--- src/rtl/wpp_pkg.sv ---
// Shared types and constants for the WAV header parser.
`default_nettype none
package wpp_pkg;

  localparam logic [31:0] TAG_RIFF = 32'h4646_4952;
  localparam logic [31:0] TAG_WAVE = 32'h4556_4157;
  localparam logic [31:0] TAG_FMT  = 32'h2074_6D66;
  localparam logic [31:0] TAG_DATA = 32'h6174_6164;

  localparam int unsigned POS_W = 6;
  localparam logic [POS_W-1:0] POS_HEADER_LAST = POS_W'(43);

  localparam logic KIND_HEADER = 1'b0;
  localparam logic KIND_SAMPLE = 1'b1;

  typedef enum logic {
    ST_HEADER,
    ST_DATA
  } ctrl_state_t;

  // What the datapath does with the header byte of the current beat.
  typedef enum logic [3:0] {
    OP_NONE,
    OP_TAG_RIFF,
    OP_TAG_WAVE,
    OP_TAG_FMT,
    OP_CAP_FORMAT,
    OP_CAP_CHANNELS,
    OP_CAP_RATE,
    OP_CAP_BYTE_RATE,
    OP_CAP_ALIGN,
    OP_CAP_BITS,
    OP_TAG_DATA,
    OP_HEADER_LAST
  } field_op_t;

  typedef struct packed {
    logic      restart;
    logic      shift_en;
    field_op_t op;
    logic      data_take;
  } wpp_cmd_t;

  typedef struct packed {
    logic sample_emit;
  } wpp_status_t;

  typedef struct packed {
    logic               kind;
    logic               header_ok;
    logic [15:0]        audio_format;
    logic [15:0]        channels;
    logic [31:0]        sample_rate;
    logic [15:0]        bits_per_sample;
    logic [31:0]        data_size;
    logic signed [63:0] sample_value;
  } wpp_result_t;

endpackage
`default_nettype wire

--- src/rtl/wpp_if.sv ---
// Valid/ready channel interfaces for the byte input and the result output.
`default_nettype none
interface wpp_in_if;
  logic       valid;
  logic       ready;
  logic [7:0] data_byte;
  logic       frame_start;

  modport source (output valid, output data_byte, output frame_start, input ready);
  modport sink (input valid, input data_byte, input frame_start, output ready);
endinterface

interface wpp_out_if;
  logic               valid;
  logic               ready;
  logic               kind;
  logic               header_ok;
  logic [15:0]        audio_format;
  logic [15:0]        channels;
  logic [31:0]        sample_rate;
  logic [15:0]        bits_per_sample;
  logic [31:0]        data_size;
  logic signed [63:0] sample_value;

  modport source (
    output valid, output kind, output header_ok, output audio_format, output channels,
    output sample_rate, output bits_per_sample, output data_size, output sample_value,
    input ready
  );
  modport sink (
    input valid, input kind, input header_ok, input audio_format, input channels,
    input sample_rate, input bits_per_sample, input data_size, input sample_value,
    output ready
  );
endinterface
`default_nettype wire

--- src/rtl/wpp_ctrl.sv ---
// Controller: header byte position, parse phase and output handshake.
`default_nettype none
module wpp_ctrl
  import wpp_pkg::*;
(
  input  wire logic  clk,
  input  wire logic  rst_n,
  input  wire logic  in_valid,
  input  wire logic  in_frame_start,
  output logic       in_ready,
  output logic       out_valid,
  input  wire logic  out_ready,
  output wpp_cmd_t   cmd,
  input  wpp_status_t status
);

  ctrl_state_t      state_r, state_nxt;
  logic [POS_W-1:0] pos_r, pos_nxt;
  logic             out_valid_r, out_valid_nxt;
  logic [POS_W-1:0] pos_eff;
  logic             in_header;
  logic             accept;

  always_ff @(posedge clk) begin
    if (!rst_n) begin
      state_r     <= ST_HEADER;
      pos_r       <= '0;
      out_valid_r <= 1'b0;
    end else begin
      state_r     <= state_nxt;
      pos_r       <= pos_nxt;
      out_valid_r <= out_valid_nxt;
    end
  end

  assign in_ready  = !out_valid_r || out_ready;
  assign out_valid = out_valid_r;
  assign accept    = in_valid && in_ready;

  // A frame start puts this very beat at byte 0 of a fresh header.
  assign in_header = in_frame_start || (state_r == ST_HEADER);
  assign pos_eff   = in_frame_start ? '0 : pos_r;

  always_comb begin
    state_nxt     = state_r;
    pos_nxt       = pos_r;
    cmd.restart   = accept && in_frame_start;
    cmd.shift_en  = accept && in_header;
    cmd.data_take = accept && !in_header;
    cmd.op        = OP_NONE;

    if (in_header) begin
      unique case (pos_eff)
        POS_W'(3):       cmd.op = OP_TAG_RIFF;
        POS_W'(11):      cmd.op = OP_TAG_WAVE;
        POS_W'(15):      cmd.op = OP_TAG_FMT;
        POS_W'(21):      cmd.op = OP_CAP_FORMAT;
        POS_W'(23):      cmd.op = OP_CAP_CHANNELS;
        POS_W'(27):      cmd.op = OP_CAP_RATE;
        POS_W'(31):      cmd.op = OP_CAP_BYTE_RATE;
        POS_W'(33):      cmd.op = OP_CAP_ALIGN;
        POS_W'(35):      cmd.op = OP_CAP_BITS;
        POS_W'(39):      cmd.op = OP_TAG_DATA;
        POS_HEADER_LAST: cmd.op = OP_HEADER_LAST;
        default:         cmd.op = OP_NONE;
      endcase
    end

    if (accept && in_header) begin
      if (pos_eff == POS_HEADER_LAST) begin
        state_nxt = ST_DATA;
        pos_nxt   = pos_eff;
      end else begin
        state_nxt = ST_HEADER;
        pos_nxt   = pos_eff + POS_W'(1);
      end
    end

    if (accept && ((cmd.op == OP_HEADER_LAST) || status.sample_emit)) begin
      out_valid_nxt = 1'b1;
    end else if (out_ready) begin
      out_valid_nxt = 1'b0;
    end else begin
      out_valid_nxt = out_valid_r;
    end
  end

endmodule
`default_nettype wire

--- src/rtl/wpp_dp.sv ---
// Datapath: byte shifter, field capture, header checks, sample assembly, result register.
`default_nettype none
module wpp_dp
  import wpp_pkg::*;
(
  input  wire logic  clk,
  input  wire logic  rst_n,
  input  wire logic [7:0] in_data_byte,
  input  wpp_cmd_t   cmd,
  output wpp_status_t status,
  output wpp_result_t result
);

  logic [31:0] shift_r;
  logic [3:0]  tags_r;
  logic [15:0] format_r, channels_r, align_r, bits_r;
  logic [31:0] rate_r, byte_rate_r, remaining_r;
  logic [63:0] gather_r;
  logic [2:0]  count_r;
  logic [28:0] exp_align_r;
  logic [31:0] exp_rate_r;
  logic [63:0] exp_rate_full;
  wpp_result_t result_r;

  logic [31:0] shift_base, shift_new;
  logic [15:0] half;
  logic [3:0]  tags_base;
  logic [12:0] bytes_per;
  logic [3:0]  need;
  logic [3:0]  idx_nxt;
  logic [63:0] gather_new;
  logic [63:0] sample_val;
  logic        header_ok;

  function automatic logic [28:0] bits_per_ext(input logic [12:0] v);
    bits_per_ext = {16'b0, v};
  endfunction

  assign shift_base = cmd.restart ? '0 : shift_r;
  assign shift_new  = {in_data_byte, shift_base[31:8]};
  assign half       = shift_new[31:16];
  assign tags_base  = cmd.restart ? 4'hF : tags_r;

  assign bytes_per = bits_r[15:3];
  always_comb begin
    case (bytes_per)
      13'd2:   need = 4'd2;
      13'd4:   need = 4'd4;
      13'd8:   need = 4'd8;
      default: need = 4'd1;
    endcase
  end

  assign idx_nxt    = {1'b0, count_r} + 4'd1;
  assign gather_new = gather_r | ({56'b0, in_data_byte} << {count_r, 3'b000});
  assign status.sample_emit = cmd.data_take && (remaining_r != '0) && (idx_nxt >= need);

  always_comb begin
    case (need)
      4'd2:    sample_val = {{48{gather_new[15]}}, gather_new[15:0]};
      4'd4:    sample_val = {{32{gather_new[31]}}, gather_new[31:0]};
      4'd8:    sample_val = gather_new;
      default: sample_val = {56'b0, gather_new[7:0]};
    endcase
  end

  // The checks settle through exp_align_r and then exp_rate_r after the last capture, long before byte 43.
  assign exp_rate_full = {35'b0, exp_align_r} * {32'b0, rate_r};
  always_ff @(posedge clk) begin
    exp_align_r <= channels_r * bits_per_ext(bytes_per);
    exp_rate_r  <= exp_rate_full[31:0];
  end

  assign header_ok = (tags_base == 4'hF) && (exp_align_r == {13'b0, align_r})
                     && (exp_rate_r == byte_rate_r);

  always_ff @(posedge clk) begin
    if (!rst_n) begin
      shift_r     <= '0;
      tags_r      <= 4'hF;
      format_r    <= '0;
      channels_r  <= '0;
      rate_r      <= '0;
      byte_rate_r <= '0;
      align_r     <= '0;
      bits_r      <= '0;
      remaining_r <= '0;
      gather_r    <= '0;
      count_r     <= '0;
    end else begin
      if (cmd.restart) begin
        tags_r <= 4'hF;
      end
      if (cmd.shift_en) begin
        shift_r <= shift_new;
        case (cmd.op)
          OP_TAG_RIFF:      tags_r <= tags_base & {3'b111, shift_new == TAG_RIFF};
          OP_TAG_WAVE:      tags_r <= tags_base & {2'b11, shift_new == TAG_WAVE, 1'b1};
          OP_TAG_FMT:       tags_r <= tags_base & {1'b1, shift_new == TAG_FMT, 2'b11};
          OP_TAG_DATA:      tags_r <= tags_base & {shift_new == TAG_DATA, 3'b111};
          OP_CAP_FORMAT:    format_r    <= half;
          OP_CAP_CHANNELS:  channels_r  <= half;
          OP_CAP_RATE:      rate_r      <= shift_new;
          OP_CAP_BYTE_RATE: byte_rate_r <= shift_new;
          OP_CAP_ALIGN:     align_r     <= half;
          OP_CAP_BITS:      bits_r      <= half;
          OP_HEADER_LAST: begin
            remaining_r <= shift_new;
            gather_r    <= '0;
            count_r     <= '0;
          end
          default: ;
        endcase
      end
      if (cmd.data_take && (remaining_r != '0)) begin
        remaining_r <= remaining_r - 32'd1;
        if (idx_nxt >= need) begin
          gather_r <= '0;
          count_r  <= '0;
        end else begin
          gather_r <= gather_new;
          count_r  <= idx_nxt[2:0];
        end
      end
    end
  end

  always_ff @(posedge clk) begin
    if (cmd.shift_en && (cmd.op == OP_HEADER_LAST)) begin
      result_r.kind            <= KIND_HEADER;
      result_r.header_ok       <= header_ok;
      result_r.audio_format    <= format_r;
      result_r.channels        <= channels_r;
      result_r.sample_rate     <= rate_r;
      result_r.bits_per_sample <= bits_r;
      result_r.data_size       <= shift_new;
      result_r.sample_value    <= '0;
    end else if (status.sample_emit) begin
      result_r.kind            <= KIND_SAMPLE;
      result_r.header_ok       <= 1'b0;
      result_r.audio_format    <= '0;
      result_r.channels        <= '0;
      result_r.sample_rate     <= '0;
      result_r.bits_per_sample <= '0;
      result_r.data_size       <= '0;
      result_r.sample_value    <= sample_val;
    end
  end

  assign result = result_r;

endmodule
`default_nettype wire

--- src/rtl/wav_pcm_header_parser_core.sv ---
// Throughput: one file byte per cycle while results are taken as they appear.
// Latency: a result is presented on the cycle after the byte that completes it
// (byte 43 for the header verdict, the last byte of a sample for a sample).
// A waiting result holds off the next byte only while out_ready is low.
// The rate and alignment products are registered every cycle from the captured fields.
// Reset (synchronous, active low) returns the parser to byte 0 with no result pending.
`default_nettype none
module wav_pcm_header_parser_core
  import wpp_pkg::*;
(
  input wire logic   clk,
  input wire logic   rst_n,
  wpp_in_if.sink     in_ch,
  wpp_out_if.source  out_ch
);

  wpp_cmd_t    cmd;
  wpp_status_t status;
  wpp_result_t result;

  wpp_ctrl u_ctrl (
    .clk            (clk),
    .rst_n          (rst_n),
    .in_valid       (in_ch.valid),
    .in_frame_start (in_ch.frame_start),
    .in_ready       (in_ch.ready),
    .out_valid      (out_ch.valid),
    .out_ready      (out_ch.ready),
    .cmd            (cmd),
    .status         (status)
  );

  wpp_dp u_dp (
    .clk          (clk),
    .rst_n        (rst_n),
    .in_data_byte (in_ch.data_byte),
    .cmd          (cmd),
    .status       (status),
    .result       (result)
  );

  assign out_ch.kind            = result.kind;
  assign out_ch.header_ok       = result.header_ok;
  assign out_ch.audio_format    = result.audio_format;
  assign out_ch.channels        = result.channels;
  assign out_ch.sample_rate     = result.sample_rate;
  assign out_ch.bits_per_sample = result.bits_per_sample;
  assign out_ch.data_size       = result.data_size;
  assign out_ch.sample_value    = result.sample_value;

endmodule
`default_nettype wire

--- src/flat_wrapper.sv ---
// flat-port wrapper written by rule: the top's interface ports become plain ports
module wav_pcm_header_parser_core_flat import wpp_pkg::*;
  (clk, rst_n, in_ch_valid, in_ch_data_byte, in_ch_frame_start, in_ch_ready, out_ch_valid, out_ch_kind, out_ch_header_ok, out_ch_audio_format, out_ch_channels, out_ch_sample_rate, out_ch_bits_per_sample, out_ch_data_size, out_ch_sample_value, out_ch_ready);
  wpp_in_if in_ch_i ();
  wpp_out_if out_ch_i ();
  input wire logic clk;
  input wire logic rst_n;
  input wire logic [$bits(in_ch_i.valid)-1:0] in_ch_valid;
  input wire logic [$bits(in_ch_i.data_byte)-1:0] in_ch_data_byte;
  input wire logic [$bits(in_ch_i.frame_start)-1:0] in_ch_frame_start;
  output wire logic [$bits(in_ch_i.ready)-1:0] in_ch_ready;
  output wire logic [$bits(out_ch_i.valid)-1:0] out_ch_valid;
  output wire logic [$bits(out_ch_i.kind)-1:0] out_ch_kind;
  output wire logic [$bits(out_ch_i.header_ok)-1:0] out_ch_header_ok;
  output wire logic [$bits(out_ch_i.audio_format)-1:0] out_ch_audio_format;
  output wire logic [$bits(out_ch_i.channels)-1:0] out_ch_channels;
  output wire logic [$bits(out_ch_i.sample_rate)-1:0] out_ch_sample_rate;
  output wire logic [$bits(out_ch_i.bits_per_sample)-1:0] out_ch_bits_per_sample;
  output wire logic [$bits(out_ch_i.data_size)-1:0] out_ch_data_size;
  output wire logic [$bits(out_ch_i.sample_value)-1:0] out_ch_sample_value;
  input wire logic [$bits(out_ch_i.ready)-1:0] out_ch_ready;
  assign in_ch_i.valid = in_ch_valid;
  assign in_ch_i.data_byte = in_ch_data_byte;
  assign in_ch_i.frame_start = in_ch_frame_start;
  assign in_ch_ready = in_ch_i.ready;
  assign out_ch_valid = out_ch_i.valid;
  assign out_ch_kind = out_ch_i.kind;
  assign out_ch_header_ok = out_ch_i.header_ok;
  assign out_ch_audio_format = out_ch_i.audio_format;
  assign out_ch_channels = out_ch_i.channels;
  assign out_ch_sample_rate = out_ch_i.sample_rate;
  assign out_ch_bits_per_sample = out_ch_i.bits_per_sample;
  assign out_ch_data_size = out_ch_i.data_size;
  assign out_ch_sample_value = out_ch_i.sample_value;
  assign out_ch_i.ready = out_ch_ready;
  wav_pcm_header_parser_core u_core (.clk(clk), .rst_n(rst_n), .in_ch(in_ch_i), .out_ch(out_ch_i));
endmodule
--- config.mk ---
export PLATFORM = sky130hd
export DESIGN_NAME = wav_pcm_header_parser_core_flat
export DESIGN_NICKNAME = d
export VERILOG_FILES = /design/src/rtl/wpp_pkg.sv /design/src/rtl/wpp_if.sv /design/src/rtl/wpp_ctrl.sv /design/src/rtl/wpp_dp.sv /design/src/rtl/wav_pcm_header_parser_core.sv /design/src/flat_wrapper.sv
export SDC_FILE = /design/constraint.sdc
export NUM_CORES = 2
export LEC_CHECK = 0
export ABC_CLOCK_PERIOD_IN_PS = 7200
export BUFFER_PORTS_ARGS = -buffer_cell sky130_fd_sc_hd__buf_2
export CORE_MARGIN = 3
export CORE_UTILIZATION = 43
export CTS_BUF_LIST = sky130_fd_sc_hd__clkbuf_8
export DETAILED_ROUTE_END_ITERATION = 10
export SYNTH_ARGS = -nofsm -noshare
export SYNTH_HDL_FRONTEND = slang
export SYNTH_SLANG_ARGS = --single-unit
--- constraint.sdc ---
create_clock -name clk -period 7.2 [get_ports clk]
set_input_delay 0.72 -clock clk [delete_from_list [all_inputs] [get_ports clk]]
set_output_delay 0.72 -clock clk [all_outputs]
set_load 0.05 [all_outputs]
==> impl_metrics.csv <==
group,metric,value,unit
status,outcome,"finished, final reports clean",
route,wl,126000,um
clock_tree,cts-root-buf,"clkbuf_8",
setup_path,critPathMaxStageDelay,710,ps
cells_and_area,utilization,48.5,%
die,die_h,317,um
placed_design,dp_hpwl,92000,um
cells_and_area,area_growth,11.2,%
route,drc,0,
clock_tree,cts_hold_buffers,0,
setup_path,crit_fanout,7,
cells_and_area,drive_gt1_share,11.1,%
die,row_count,113,
global_route,grt_max_degree,99,
synthesis,syn_nets,5303,
die,initial_core_util,43.6,%
global_route,grt_usage,25.2,%
global_route,grt_remaining_overflow,0,
setup_path,start_kind,"register",
timing,max_slew_margin,20.1,%
clock_tree,clock_sinks,502,
setup_path,cpMostUsedCell,"fa_1",
power_and_ir_drop,vdd_drop_max,0.141,mV
synthesis,synth_seq_cells,502,
route,routed_via_density,5.34,
route,wl_per_cell,21.0,um
synthesis,synth.distinct_cells,84,
synthesis,synth_flop_cell,"dfxtp_1",
cells_and_area,fin_nets,5461,
timing,hold_ws,363,ps
power_and_ir_drop,leakagePower,0.0204,uW
die,die_x,317,um
timing,period_share,96.6,%
synthesis,postSynthCellCount,4529,
global_route,antenna_found_initial,5,
clock_tree,worstSkewPairLatency,720,ps
power_and_ir_drop,total_power,5580,uW
synthesis,ys_warn_count,0,
synthesis,synth_area_per_cell,9.20,um2
die,dieArea,101000,um2
placed_design,place.gp.congestion,0.925,
clock_tree,cts.repair.resized,0,
route,detail-route-antenna-nets,0,
flow_run,max-cap-violations,0,
timing,setup_tns,0,ps
clock_tree,clk_path_buf_depth,3,
synthesis,synth-edff-count,113,
synthesis,syn_area,41700,um2
route,first_iter_violations,2525,
setup_path,end_kind,"register",
timing,hold_viol,0,
timing,fin_skew,49.8,ps
timing,period_needed,6950,ps
timing,maxSlewViolCount,0,
setup_path,crit_arrival,7570,ps
min_path,holdCritPathClass,"input pin to register",
setup_path,critical_path_class,"register to register",
synthesis,ys_seq_area_share,26.8,%
route,drt_first_pass_iters,5,
clock_tree,postCtsSetupRepairBufs,0,
setup_path,critical_path_buf_inv_count,7,
timing,setup_viol,0,
setup_path,cp.required,7820,ps
timing,grt_setup_unrepaired,"no",
route,vias,32200,
global_route,grt_pass1_vias,32800,
global_route,grt_pass1_wl,195000,um
power_and_ir_drop,pwr_density_cell,120,nW/um2
die,core-area,95600,um2
setup_path,path_cells,"buf_4 > nand2_1 > fa_1 > inv_1 > fa_1 > inv_1 > fa_1 > fa_1 > inv_1 > fa_1 > fa_1 > fa_1 > inv_1 > fa_1 > inv_1 > ha_1 > a21o_1 > a21o_1 > nor3_1 > o311ai_0 > buf_4 > a31o_2 > a21oi_1 > xnor2_1",
clock_tree,cts_tree,"done",
clock_tree,cts_buffers,83,
timing,tightest_slew,1200,ps
clock_tree,clk_pin_slew,60,ps
timing,timing.fmax,144,MHz
die,num_io_pins,193,
placed_design,port_buffers,192,
setup_path,path_delay_family,"adder cells",
setup_path,cpMaxStageDelayCell,"dfxtp_1",
clock_tree,ctsHtreeMaxLevel,3,
synthesis,async_flop_share,0,%
==> metrics by stage <==
stage / instance area (um2) / std cells / setup WS, ps
detailed placement: 44600 / 5866 / 108
finish: 46300 / 6021 / 248
CTS: 46300 / 6019 / 99.6
global route: 46300 / 6021 / 29.9
global placement: 44600 / 5866 / 229
floorplan: 41700 / 4529 / 487
==> kinds of logic (layout without fill, tap and decap cells) <==
kind of cell | after synthesis | after routing | share of synthesized area, %
AOI/OAI and AO/OA | 540 | 540 | 7.99
and+or+nand+nor | 1559 | 1559 | 18.3
other | 0 | 1 | 0
buffers and inverters | 933 | 1159 | 8.65
xor gates and xnor gates | 135 | 135 | 2.84
muxes | 99 | 99 | 2.39
DFF | 502 | 502 | 26.8
adders and majority gates | 761 | 761 | 33.0
==> worst reg2reg max path, stage by stage, from the launching register on <==
cell and delay (ps):
dfxtp_1 710, buf_4 280, nand2_1 90, fa_1 380, inv_1 70, fa_1 410, inv_1 90, fa_1 450
fa_1 520, inv_1 60, fa_1 570, fa_1 440, fa_1 520, inv_1 60, fa_1 470, inv_1 40
ha_1 290, a21o_1 170, a21o_1 190, nor3_1 210, o311ai_0 170, buf_4 180, a31o_2 220, a21oi_1 160
xnor2_1 140
==> metal layers <==
metal | GRT usage [%] | vias to the layer above | routed length [um]
met5 | 0 | - | 11
met1 | 34.1 | 16100 | 53700
met4 | 8.19 | 2 | 4340
met2 | 41.2 | 1190 | 59300
li1 | - | 14600 | -
met3 | 4.45 | 273 | 9200
==> placed cells by master (no fill, tap or decap), types with 68 or more instances in the layout <==
cell type  synthesis  final
a21oi_1          234    233
and2_1           420    420
buf_2             23    192
buf_4             10    153
clkbuf_8           0     97
dfxtp_1          389    373
edfxtp_1         113    113
fa_1             561    561
ha_1             200    200
inv_1            640    668
mux2i_1           97     97
nand2_1          544    544
nor2_1           302    299
nor3_1            68     68
o21ai_0           94     94
xnor2_1           91     91
==> final timing paths <==
check	start	endpoint	slack [ps]	depth (start not counted)
setup / recovery	u_core.u_dp.exp_align_r[16]$_DFF_P_	u_core.u_dp.exp_rate_r[28]$_DFF_P_	250	24
hold / removal	in_ch_valid	u_core.u_ctrl.out_valid$_SDFFE_PN0P_	360	3
setup reg to reg	u_core.u_dp.exp_align_r[16]$_DFF_P_	u_core.u_dp.exp_rate_r[28]$_DFF_P_	250	24
hold reg to reg	u_core.u_dp.result[13]$_SDFFE_PP0P_	u_core.u_dp.result[13]$_SDFFE_PP0P_	450	2
==> flip-flops by register name, indices dropped and copies added, names as in the netlist, 24 cells and up <==
name and count:
u_core.u_dp.result 178, u_core.u_dp.gather_r 64, u_core.u_dp.byte_rate_r 32, u_core.u_dp.exp_rate_r 32
u_core.u_dp.rate_r 32, u_core.u_dp.remaining_r 32, u_core.u_dp.exp_align_r 29, u_core.u_dp.shift_r 24
==> synth_stat cells (5+ instances only) <==
master    number  area, um2
clkbuf_1     244        916
nor3_1        68        340
a21oi_1      234       1170
a211oi_1      22        165
xor2_1        44        385
nand3b_1       5       37.5
nor2b_1       11       68.8
a22oi_1       18        135
nor4_1        50        313
o211ai_1       5       37.5
a21o_1        30        225
or3_1          8       50.1
and2_1       420       2630
xnor2_1       91        797
nor2_1       302       1130
edfxtp_1     113       3390
dfxtp_1      389       7790
o311ai_0       5       43.8
nand2b_1      26        163
o311a_1        7       70.1
buf_2         23        115
fa_1         561      11200
buf_1          8       30.0
inv_1        640       2400
o31a_1        11       96.3
and3_1        28        175
a221oi_1       9       78.8
o21a_1        13       97.6
buf_4         10       75.1
o21ai_0       94        470
o22ai_1        9       56.3
a22o_1        18        158
mux2i_1       97        971
nand2_1      544       2040
a31oi_1       10       62.6
nand3_1       39        195
a32oi_1        5       43.8
o21bai_1      13       97.6
nand4_1       24        150
ha_1         200       2500
==> final cells by class <==
cell class / instances / area, um2
Inverter: 641 / 2410
Multi-Input combinational cell: 3094 / 26900
Fill cell: 9209 / 49200
Clock buffer: 97 / 1340
Timing Repair Buffer: 365 / 2510
Sequential cell: 502 / 11200
Clock inverter: 56 / 370
Tap cell: 1265 / 1580
Antenna cell: 1 / 2.50
==> where the power goes <==
| part | internal [uW] | switching [uW] |
|---|---|---|
| combinational | 17.8 | 92.7 |
| sequential | 2870 | 5.41 |
| clock | 1330 | 1260 |
| total | 4220 | 1360 |
Note: power is estimated with default switching activity, not from simulation.
